[src/hdl/blt_pkg.sv]
`timescale 1ns / 1ps
`default_nettype none

package blt_pkg;

	// Deepest nesting that a brace or bracket count may reach.
	localparam int MaxNest = 255;
	// Stored count width: signed, magnitude up to MaxNest.
	localparam int CntW = $clog2(MaxNest + 1) + 1;

	// Characters that the tokenizer recognizes.
	localparam logic [7:0] ChLBrace   = 8'h7B;
	localparam logic [7:0] ChRBrace   = 8'h7D;
	localparam logic [7:0] ChLBracket = 8'h5B;
	localparam logic [7:0] ChRBracket = 8'h5D;
	localparam logic [7:0] ChSpace    = 8'h20;
	localparam logic [7:0] ChTab      = 8'h09;
	localparam logic [7:0] ChCr       = 8'h0D;
	localparam logic [7:0] ChLf       = 8'h0A;

	// Limits for a count after one step, one bit wider than the stored count.
	localparam logic signed [CntW:0] NestHi = (CntW + 1)'(MaxNest);
	localparam logic signed [CntW:0] NestLo = (CntW + 1)'(-MaxNest);

	typedef enum logic [1:0] {
		MODE_IDLE,
		MODE_WORD,
		MODE_BRACE,
		MODE_BRACKET
	} mode_t;

	// Tokenizer state carried from byte to byte.
	typedef struct packed {
		mode_t                  mode;
		logic signed [CntW-1:0] brace_cnt;
		logic signed [CntW-1:0] bracket_cnt;
		logic                   err;
	} tok_state_t;

	// One result request.
	typedef struct packed {
		logic       valid;
		logic       has_byte;
		logic [7:0] token_byte;
		logic       token_end;
		logic       list_end;
		logic       error;
	} tok_result_t;

	// True when a count has gone past the nesting limit.
	function automatic logic too_deep(input logic signed [CntW:0] v);
		too_deep = (v > NestHi) || (v < NestLo);
	endfunction

endpackage

`default_nettype wire

[src/hdl/blt_step.sv]
`timescale 1ns / 1ps
`default_nettype none

module blt_step
	import blt_pkg::*;
(
	input  wire logic [7:0]  ch,
	input  wire logic        is_last,
	input  wire tok_state_t  cur,
	output tok_state_t       nxt,
	output tok_result_t      res
);

	logic                   is_sp;
	logic                   is_lb;
	logic                   is_rb;
	logic                   is_lk;
	logic                   is_rk;
	logic signed [CntW:0]   brace_ext;
	logic signed [CntW:0]   bracket_ext;
	logic signed [CntW:0]   brace_inc;
	logic signed [CntW:0]   brace_dec;
	logic signed [CntW:0]   bk_brace;
	logic signed [CntW:0]   bk_bracket;
	logic                   bk_deep;
	tok_state_t             mid;
	logic                   emit;
	logic                   has;
	logic                   tend;
	logic                   bad;

	// Character classes of the incoming byte.
	assign is_sp = (ch == ChSpace) || (ch == ChTab) || (ch == ChCr) || (ch == ChLf);
	assign is_lb = (ch == ChLBrace);
	assign is_rb = (ch == ChRBrace);
	assign is_lk = (ch == ChLBracket);
	assign is_rk = (ch == ChRBracket);

	// Count arithmetic, one bit wider so that an overflow shows.
	always_comb begin
		brace_ext   = (CntW + 1)'(cur.brace_cnt);
		bracket_ext = (CntW + 1)'(cur.bracket_cnt);
		brace_inc   = brace_ext + (CntW + 1)'(1);
		brace_dec   = brace_ext - (CntW + 1)'(1);
		bk_brace    = is_lb ? brace_inc : (is_rb ? brace_dec : brace_ext);
		if (is_lk) begin
			bk_bracket = bracket_ext + (CntW + 1)'(1);
		end else if (is_rk) begin
			bk_bracket = bracket_ext - (CntW + 1)'(1);
		end else begin
			bk_bracket = bracket_ext;
		end
		bk_deep = too_deep(bk_brace) || too_deep(bk_bracket);
	end

	// Next state: the byte's effect, then a return to reset after the last byte.
	always_comb begin
		mid = cur;
		if (!cur.err) begin
			unique case (cur.mode)
				MODE_IDLE: begin
					if (is_sp) begin
						mid.mode = MODE_IDLE;
					end else if (is_lb) begin
						mid.mode      = MODE_BRACE;
						mid.brace_cnt = CntW'(1);
					end else if (is_lk) begin
						mid.mode        = MODE_BRACKET;
						mid.bracket_cnt = CntW'(1);
						mid.brace_cnt   = '0;
					end else begin
						mid.mode = MODE_WORD;
					end
				end
				MODE_WORD: begin
					if (is_sp) begin
						mid.mode = MODE_IDLE;
					end
				end
				MODE_BRACE: begin
					if (is_lb) begin
						mid.brace_cnt = brace_inc[CntW-1:0];
						mid.err       = too_deep(brace_inc);
					end else if (is_rb) begin
						mid.brace_cnt = brace_dec[CntW-1:0];
						if (brace_dec == '0) begin
							mid.mode = MODE_IDLE;
						end
					end
				end
				MODE_BRACKET: begin
					mid.brace_cnt   = bk_brace[CntW-1:0];
					mid.bracket_cnt = bk_bracket[CntW-1:0];
					if (bk_deep) begin
						mid.err = 1'b1;
					end else if (is_rk && (bk_bracket == '0) && (bk_brace == '0)) begin
						mid.mode = MODE_IDLE;
					end
				end
				default: mid = cur;
			endcase
		end

		if (is_last) begin
			nxt.mode        = MODE_IDLE;
			nxt.brace_cnt   = '0;
			nxt.bracket_cnt = '0;
			nxt.err         = 1'b0;
		end else begin
			nxt = mid;
		end
	end

	// Result request for this byte.
	always_comb begin
		emit = 1'b0;
		has  = 1'b0;
		tend = 1'b0;
		if (!cur.err) begin
			unique case (cur.mode)
				MODE_IDLE: begin
					if (!is_sp && !is_lb) begin
						emit = 1'b1;
						has  = 1'b1;
					end
				end
				MODE_WORD: begin
					emit = 1'b1;
					has  = !is_sp;
					tend = is_sp;
				end
				MODE_BRACE: begin
					if (is_lb) begin
						emit = !too_deep(brace_inc);
						has  = !too_deep(brace_inc);
					end else if (is_rb && (brace_dec == '0)) begin
						emit = 1'b1;
						tend = 1'b1;
					end else begin
						emit = 1'b1;
						has  = 1'b1;
					end
				end
				MODE_BRACKET: begin
					if (!bk_deep) begin
						emit = 1'b1;
						has  = 1'b1;
						tend = is_rk && (bk_bracket == '0) && (bk_brace == '0);
					end
				end
				default: emit = 1'b0;
			endcase
		end

		bad = mid.err || (mid.mode == MODE_BRACE) || (mid.mode == MODE_BRACKET);

		if (is_last) begin
			res.valid      = 1'b1;
			res.list_end   = 1'b1;
			res.error      = bad;
			res.has_byte   = !bad && has;
			res.token_byte = (!bad && has) ? ch : 8'h00;
			res.token_end  = !bad && (tend || (mid.mode == MODE_WORD));
		end else begin
			res.valid      = emit;
			res.list_end   = 1'b0;
			res.error      = 1'b0;
			res.has_byte   = has;
			res.token_byte = has ? ch : 8'h00;
			res.token_end  = tend;
		end
	end

endmodule

`default_nettype wire

[src/hdl/brace_list_tokenizer.sv]
// Channel   Direction  Handshake            Payload
// input     in         in_valid / in_stall  ch, is_last
// result    out        out_valid/out_stall  has_byte, token_byte, token_end, list_end, error
//
// One byte is taken every cycle while in_stall is low; its result passes through the input
// register, then the result register, set by the single state update per byte.
// Bytes that give no result advance even while the result register is stalled.
// Reset puts the tokenizer between tokens with both counts at zero; no clearing pass.
// A stalled result holds its value; the input stalls only when its byte must wait for it.
`timescale 1ns / 1ps
`default_nettype none

module brace_list_tokenizer
	import blt_pkg::*;
(
	input  wire logic       clk,
	input  wire logic       arst_n,
	input  wire logic       in_valid,
	output logic            in_stall,
	input  wire logic [7:0] ch,
	input  wire logic       is_last,
	output logic            out_valid,
	input  wire logic       out_stall,
	output logic            has_byte,
	output logic [7:0]      token_byte,
	output logic            token_end,
	output logic            list_end,
	output logic            error
);

	logic        in_vld_s1;
	logic [7:0]  ch_s1;
	logic        last_s1;
	tok_state_t  state_q;
	tok_state_t  state_nxt;
	tok_result_t res;
	tok_result_t res_q;
	logic        out_vld_q;
	logic        adv;

	// Per-byte tokenizer logic.
	blt_step u_step (
		.ch      (ch_s1),
		.is_last (last_s1),
		.cur     (state_q),
		.nxt     (state_nxt),
		.res     (res)
	);

	// The held byte moves on when it has no result or the result register is free.
	assign adv      = in_vld_s1 && (!res.valid || !out_vld_q || !out_stall);
	assign in_stall = in_vld_s1 && !adv;

	// Input register.
	always_ff @(posedge clk or negedge arst_n) begin
		if (!arst_n) begin
			in_vld_s1 <= 1'b0;
		end else if (!in_stall) begin
			in_vld_s1 <= in_valid;
		end
	end

	always_ff @(posedge clk) begin
		if (in_valid && !in_stall) begin
			ch_s1   <= ch;
			last_s1 <= is_last;
		end
	end

	// Tokenizer state.
	always_ff @(posedge clk or negedge arst_n) begin
		if (!arst_n) begin
			state_q.mode        <= MODE_IDLE;
			state_q.brace_cnt   <= '0;
			state_q.bracket_cnt <= '0;
			state_q.err         <= 1'b0;
		end else if (adv) begin
			state_q <= state_nxt;
		end
	end

	// Result register.
	always_ff @(posedge clk or negedge arst_n) begin
		if (!arst_n) begin
			out_vld_q <= 1'b0;
		end else begin
			out_vld_q <= (out_vld_q && out_stall) || (adv && res.valid);
		end
	end

	always_ff @(posedge clk) begin
		if (adv && res.valid) begin
			res_q <= res;
		end
	end

	assign out_valid  = out_vld_q;
	assign has_byte   = res_q.has_byte;
	assign token_byte = res_q.token_byte;
	assign token_end  = res_q.token_end;
	assign list_end   = res_q.list_end;
	assign error      = res_q.error;

endmodule

`default_nettype wire

[config.mk]
export PLATFORM = sky130hd
export DESIGN_NAME = brace_list_tokenizer
export DESIGN_NICKNAME = d
export VERILOG_FILES = /design/src/hdl/blt_pkg.sv /design/src/hdl/blt_step.sv /design/src/hdl/brace_list_tokenizer.sv
export SDC_FILE = /design/constraint.sdc
export NUM_CORES = 1
export LEC_CHECK = 0
export BUFFER_PORTS_ARGS = -buffer_cell sky130_fd_sc_hd__buf_4
export CORE_MARGIN = 3
export CORE_UTILIZATION = 53
export CTS_BUF_LIST = sky130_fd_sc_hd__clkbuf_16
export DETAILED_ROUTE_END_ITERATION = 10
export GPL_ROUTABILITY_DRIVEN = 1
export PLACE_DENSITY = 0.73
export SYNTH_ARGS = -nofsm -noshare
export SYNTH_HDL_FRONTEND = slang
export SYNTH_SLANG_ARGS = --single-unit
[constraint.sdc]
create_clock -name clk -period 11.5 [get_ports clk]
set_clock_uncertainty 0.2 [all_clocks]
set_input_delay 0.575 -clock clk [delete_from_list [all_inputs] [get_ports clk]]
set_output_delay 0.575 -clock clk [all_outputs]
set_load 0.05 [all_outputs]
# Word-level counts from Yosys, hierarchy flattened
# Index checks and enable logic that the tools add are counted.
dict set report totals {
  register_bits 44
  in_bits 13
  out_inout_bits 14
  word_cells 126
}
dict set report classes {
  add_sub_neg 4
  magnitude_cmp 6
  n_eq_ne 20
  mux 42
  reduce_logical 41
}
# op count
set op_table {}
lappend op_table {{$mux 21} 2}
lappend op_table {{$mux 10} 4}
lappend op_table {{$mux 18} 2}
lappend op_table {{$eq 8x7->1 const B} 4}
lappend op_table {{$gt 10x9->1 const B} 3}
lappend op_table {{$logic_not 10->1} 3}
lappend op_table {{$lt 10x9->1 const B} 3}
lappend op_table {{$pmux 9 s3} 1}
lappend op_table {{$eq 8x4->1 const B} 3}
lappend op_table {{$mux 11} 2}
lappend op_table {{$add 9x2->10 const B} 2}
lappend op_table {{$sub 9x2->10 const B} 2}
lappend op_table {{$mux 9} 2}
lappend op_table {{$pmux 9 s2} 1}
lappend op_table {{$mux 8} 2}
lappend op_table {{$mux 2} 7}
lappend op_table {{$logic_or 1x1->1} 13}
lappend op_table {{$mux 1} 13}
lappend op_table {{$mux 13} 1}
lappend op_table {{$reduce_and 6->1} 2}
lappend op_table {{$logic_and 1x1->1} 11}
lappend op_table {{$logic_not 1->1} 9}
lappend op_table {{$eq 2x2->1 const B} 4}
lappend op_table {{$eq 8x6->1 const B} 1}
lappend op_table {{other kinds (12)} 16}

# Depth between registers and ports, before layout
dict set report depth {
  word_depth 25
  mapped_depth 16
  mapped_depth_nobuf 12
}

# By module
# Synthesis repeated with hierarchy kept, for this count alone.
dict set report unflattened {
  cells_unflattened 499
  area_unflattened_um2 4160.2
}
# module instances cells_per_inst area_per_inst_um2 seq_area_each_um2
set by_module_without_submodules {}
lappend by_module_without_submodules {blt_step 1 347 2212.1 0.0}
lappend by_module_without_submodules {brace_list_tokenizer 1 152 1948.1 1206.2}

# Worst setup path before layout
# No wires, ideal clock.
dict set report synth_timing {
  kind {register -> output}
  from {register ch_s1[2]}
  to {output port in_stall}
  arrival_time_ns 3.384
  required_ns 10.725
  setup_slack_ns 7.341
  path_stages_with_launch 15
  n_path_buf 3
  path_cell_list {edfxtp_1 > buf_6 > and4b_1 > buf_6 > nand2_2 > clkbuf_1 > inv_1 > ha_1 > a221o_1 > o2111a_1 > nand4_1 > a211oi_1 > a211oi_1 > o21ai_0 > inv_1}
}
dict set report synth_between {
  elab_chain_cells 16
  elab_cells_between_ends 37
  cone_classes {4 x order compare; 8 x eq/ne; 10 x mux; 15 x reduce/logical}
}
# element line_no
set synth_rtl {}
lappend synth_rtl {{start, declared} brace_list_tokenizer.sv:32} ;# logic [7:0] ch_s1;
lappend synth_rtl {{start signal, assigned} brace_list_tokenizer.sv:65} ;# ch_s1 <= ch;
lappend synth_rtl {{$eq 8x7->1, or another cell as far along} blt_step.sv:35} ;# assign is_rb = (ch == ChRBrace);
lappend synth_rtl {{$mux 10, or another cell as far along (2 in series)} blt_step.sv:45} ;# bk_brace = is_lb ? brace_inc : (is_rb ? brace_dec : brace_ext);
lappend synth_rtl {{$gt 10x9->1, or another cell as far along} blt_pkg.sv:52} ;# too_deep = (v > NestHi) || (v < NestLo);
lappend synth_rtl {{$logic_or 1x1->1 or $logic_not 1->1 (tied branches)} {blt_pkg.sv:52, blt_step.sv:122}}
lappend synth_rtl {{$logic_or 1x1->1 or $logic_and 1x1->1 (tied branches)} {blt_step.sv:53, blt_step.sv:122}}
lappend synth_rtl {{$mux 1, on equally long branches} {blt_step.sv:145, blt_step.sv:122}}
lappend synth_rtl {{$pmux 1 s4 (*)} blt_step.sv:120} ;# unique case (cur.mode)
lappend synth_rtl {{$mux 1 (*)} blt_step.sv:119} ;# if (!cur.err) begin
lappend synth_rtl {{$mux 13 (*)} blt_step.sv:157} ;# if (is_last) begin
lappend synth_rtl {{$logic_not 1->1 (*)} brace_list_tokenizer.sv:51} ;# assign adv = in_vld_s1 && (!res.valid || !out_vld_q || !out_stall);
lappend synth_rtl {{$logic_or 1x1->1 (*) (2 in series)} brace_list_tokenizer.sv:51}
lappend synth_rtl {{$logic_and 1x1->1 (*)} brace_list_tokenizer.sv:51}
lappend synth_rtl {{$logic_not 1->1 (*)} brace_list_tokenizer.sv:52} ;# assign in_stall = in_vld_s1 && !adv;
lappend synth_rtl {{$logic_and 1x1->1 (*)} brace_list_tokenizer.sv:52}
lappend synth_rtl {{end, declared} brace_list_tokenizer.sv:19} ;# output logic in_stall,
# Mark *: on every way between the ends. The rest lies on a longest branch, timed or not.

# Worst setup path in the final report
dict set report layout_timing {
  from {register ch_s1[1]}
  to {register res_q, in the netlist has_byte, enable pin}
}
dict set report layout_between {
  elab_chain_cells 15
  elab_cells_between_ends 36
  cone_classes {4 x order compare; 8 x eq/ne; 10 x mux; 14 x reduce/logical}
}
# element line_no
set layout_rtl {}
lappend layout_rtl {{$eq 8x7->1, or another cell as far along} blt_step.sv:35}
lappend layout_rtl {{$mux 10, or another cell as far along (2 in series)} blt_step.sv:45}
lappend layout_rtl {{$gt 10x9->1, or another cell as far along} blt_pkg.sv:52}
lappend layout_rtl {{$logic_or 1x1->1 or $logic_not 1->1 (tied branches)} {blt_pkg.sv:52, blt_step.sv:122}}
lappend layout_rtl {{$logic_or 1x1->1 or $logic_and 1x1->1 (tied branches)} {blt_step.sv:53, blt_step.sv:122}}
lappend layout_rtl {{$mux 1, on equally long branches} {blt_step.sv:145, blt_step.sv:122}}
lappend layout_rtl {{$pmux 1 s4 (*)} blt_step.sv:120}
lappend layout_rtl {{$mux 1 (*)} blt_step.sv:119}
lappend layout_rtl {{$mux 13 (*)} blt_step.sv:157}
lappend layout_rtl {{$logic_not 1->1} brace_list_tokenizer.sv:51}
lappend layout_rtl {{$logic_or 1x1->1 (2 in series)} brace_list_tokenizer.sv:51}
lappend layout_rtl {{$logic_and 1x1->1} brace_list_tokenizer.sv:51}
lappend layout_rtl {{$logic_and 1x1->1 (*)} brace_list_tokenizer.sv:92} ;# if (adv && res.valid) begin
lappend layout_rtl {{end signal, assigned} brace_list_tokenizer.sv:93} ;# res_q <= res;
lappend layout_rtl {{end, declared} brace_list_tokenizer.sv:37} ;# tok_result_t res_q;
# Marks and branches as above.
# A chain may end at the register's enable or synchronous reset.

==> results.toml <==
[worst_setup_path]
max_stage_delay_ns = 0.76
r2r-start = "ch_s1[1]"
worst_setup_path_start_kind = "flip-flop"
crit_chain = "and4b_1 > nand2_2 > inv_1 > ha_1 > a221o_1 > o2111a_1 > nand4_1 > a21oi_1 > or3_1 > and3_1 > o2bb2ai_1"
crit_fanout = 12
worstSetupPathType = "reg2reg"
worstPathArrival_ns = 4.40
cp_slowest_cell = "o2bb2ai_1"
required_ns = 11.21
end_kind = "flip-flop"
startpoint = "ch_s1[1]"

[sta]
relSlewSlack = 0.358
tightestPinTransition_ns = 0.963
min_period_ns = 4.69
fin_tns_setup_ns = 0
max_clock_freq_mhz = 213
rsz0062_at_grt = "false"
slew_violations = 0
worst_hold_slack_ns = 0.256
fin_crit_sh = 0.408
final_hold_viol_count = 0
setup_viol = 0

[detailed_routing]
drtIter0Drc = 506
wire_per_inst_um = 18.9
drt-total-wl_um = 10600
drc = 0
avgViaCountPerCell = 6.69
drtPass1Iterations = 5
via_count = 3754
ant_nets = 0

[synthesis]
yosysMostFrequentCell = "nand2_1"
postSynth.asyncResetShare = 0.523
syn_area_um2 = 3870
synth-seq-cells = 44
synthFlopType = "dfrtp_1"
synth_top_cell_by_area = "edfxtp_1"
synth.distinct_cells = 85
syn_nets = 489
netlist.area_leader.share = 0.163
synth_cells = 469
synth-seq-area-share = 0.312
postSynthAreaPerCell_um2 = 8.24
synth-edff-count = 21
yosysWarnings = 0
synthTopCellsByCount = "nand2_1, o21ai_0, nor2_1"
yosys-top-cells-area = "edfxtp_1, dfrtp_1, o21ai_0"

[clocking]
cts_made_buffers = 5
cts_tree = "built"
cts-root-buf = "clkbuf_16"
cts_sinks = 44
cts_setup_buffers = 0
clk_pin_slew_ns = 0.07
cts_max_level = 2
cts.path.max_buffers = 2
clock_latency_ns = 0.29

[cells_and_area]
layout.nets = 484
layout-drive-gt1-share = 0.133
final_cells = 561
area_delta_synth_final_pct = 7.15
diodes = 0

[global_route]
grt_pass1_wl_um = 17600
grt_usage = 0.260
grt_max_degree = 25
busiest_layer = "met2"
grt_util_met1 = 0.372
grt_util_met3 = 0.0663
grt_overflow = 0
antenna_found_initial = 0
grt_use_met2 = 0.375
grt_pass1_vias = 3368

[pwr]
powerDensity_nw_per_um2 = 132
vdd_drop_max_mv = 0.0760
p_leak_nw = 1.49

[die]
die_h_um = 91.4
dieArea_um2 = 8360
rows = 30
core-area_um2 = 6940
pin_count = 27
initial_core_util = 0.557
die_w_um = 91.4

[worst_hold_path]
hp-class = "in2reg"
min_from = "ch[3]"

[run]
maxCapViolations = 0

[placed_design]
port-buffer-count = 26
place_hpwl_um = 7560
dp.cells = 552
gp_congestion = 1.00

[status]
status = "finished clean"
sequential cells by signal, indices dropped and copies added, names as in the netlist:
signal,cells
in_vld_s1,1
token_byte,8
token_end,1
has_byte,1
last_s1,1
error,1
state_q,21
list_end,1
out_valid,1
ch_s1,8
report_power, final:
group | total (mW) | internal, mW | switching (mW)
Combinational | 0.164 | 0.0601 | 0.104
Sequential | 0.218 | 0.184 | 0.0344
Clock | 0.164 | 0.102 | 0.0618
cell type report:
class | instances | area, um^2
fillers | 627 | 2800
flip-flops and latches | 44 | 1210
clock inverters | 3 | 42.5
multi-input cells | 372 | 2390
clock buffers | 5 | 125
repair buffers | 28 | 213
well taps | 96 | 120
inverters | 13 | 48.8
layout by cell type (no fill, tap or decap), types with 3 or more instances in the layout:
| cell | n |
|---|---|
| and4b_1 | 3 |
| a21oi_1 | 22 |
| nand2b_1 | 5 |
| buf_4 | 27 |
| and4_1 | 3 |
| nand3b_1 | 4 |
| o21a_1 | 4 |
| nor4_1 | 6 |
| nor2_1 | 37 |
| clkbuf_16 | 5 |
| inv_1 | 12 |
| xnor2_1 | 8 |
| nand4_1 | 8 |
| nor2b_1 | 3 |
| and3_1 | 5 |
| o31ai_1 | 4 |
| o21ai_0 | 47 |
| o32ai_1 | 4 |
| or3_1 | 4 |
| edfxtp_1 | 21 |
| o22ai_1 | 5 |
| dfrtp_1 | 23 |
| o41ai_1 | 9 |
| nand2_1 | 54 |
| and2_1 | 11 |
| or2_2 | 3 |
| ha_1 | 7 |
| nand3_1 | 18 |
| a211oi_1 | 8 |
| nor3_1 | 17 |
| or4_1 | 3 |
| a21o_1 | 4 |
worst paths after layout:
| kind | endpoint | slack [ns] | cells after the start |
|---|---|---|---|
| max in group asynchronous | state_q[11] | 10.32 | 2 |
| worst max register to register | has_byte | 6.81 | 11 |
| min in group asynchronous | state_q[4] | 0.53 | 2 |
| worst min-delay path | ch_s1[3] | 0.26 | 1 |
| worst max-delay path | has_byte | 6.81 | 11 |
| worst min register to register | state_q[9] | 0.35 | 1 |
per-stage QoR:
stage / utilization / total power, mW / instance area, um^2 / setup slack, ns
2_1_floorplan: - / 0.350 / 3870 / 7.34
3_3_place_gp: 0.571 / 0.379 / 3970 / 7.04
3_5_place_dp: 0.571 / 0.380 / 3970 / 6.91
4_1_cts: 0.597 / 0.544 / 4140 / 6.87
5_1_grt: 0.597 / 0.573 / 4140 / 6.43
6_report: 0.597 / 0.547 / 4140 / 6.81
cells by family after synthesis:
group                    share of synthesized area
XOR/XNOR                                    0.0204
buffers and inverters                       0.0718
flip-flops                                   0.312
AND/OR/NAND/NOR                              0.311
multiplexers                               0.00550
AO/OA/AOI/OAI                                0.257
adder cells (fa/ha/maj)                     0.0227
what timing repair did:
action	in CTS	in global routing
gates resized for setup	0	0
endpoints found under the hold margin	4	0
hold buffers	1	0
critical path, delay by kind of cell, from the launching register on:
| family | cells | cell delay [ns] |
|---|---|---|
| compound gates | 4 | 1.33 |
| fa+ha+maj | 1 | 0.28 |
| flops | 1 | 0.59 |
| buf+inv | 1 | 0.19 |
| simple gates | 5 | 1.70 |
per-layer routing:
metal  share of wire  up-vias
met5               0        -
met4           0.031        0
met3            0.10       42
met2            0.43      220
met1            0.44     1729
li1                -     1763
(Power assumes the default switching activity.)
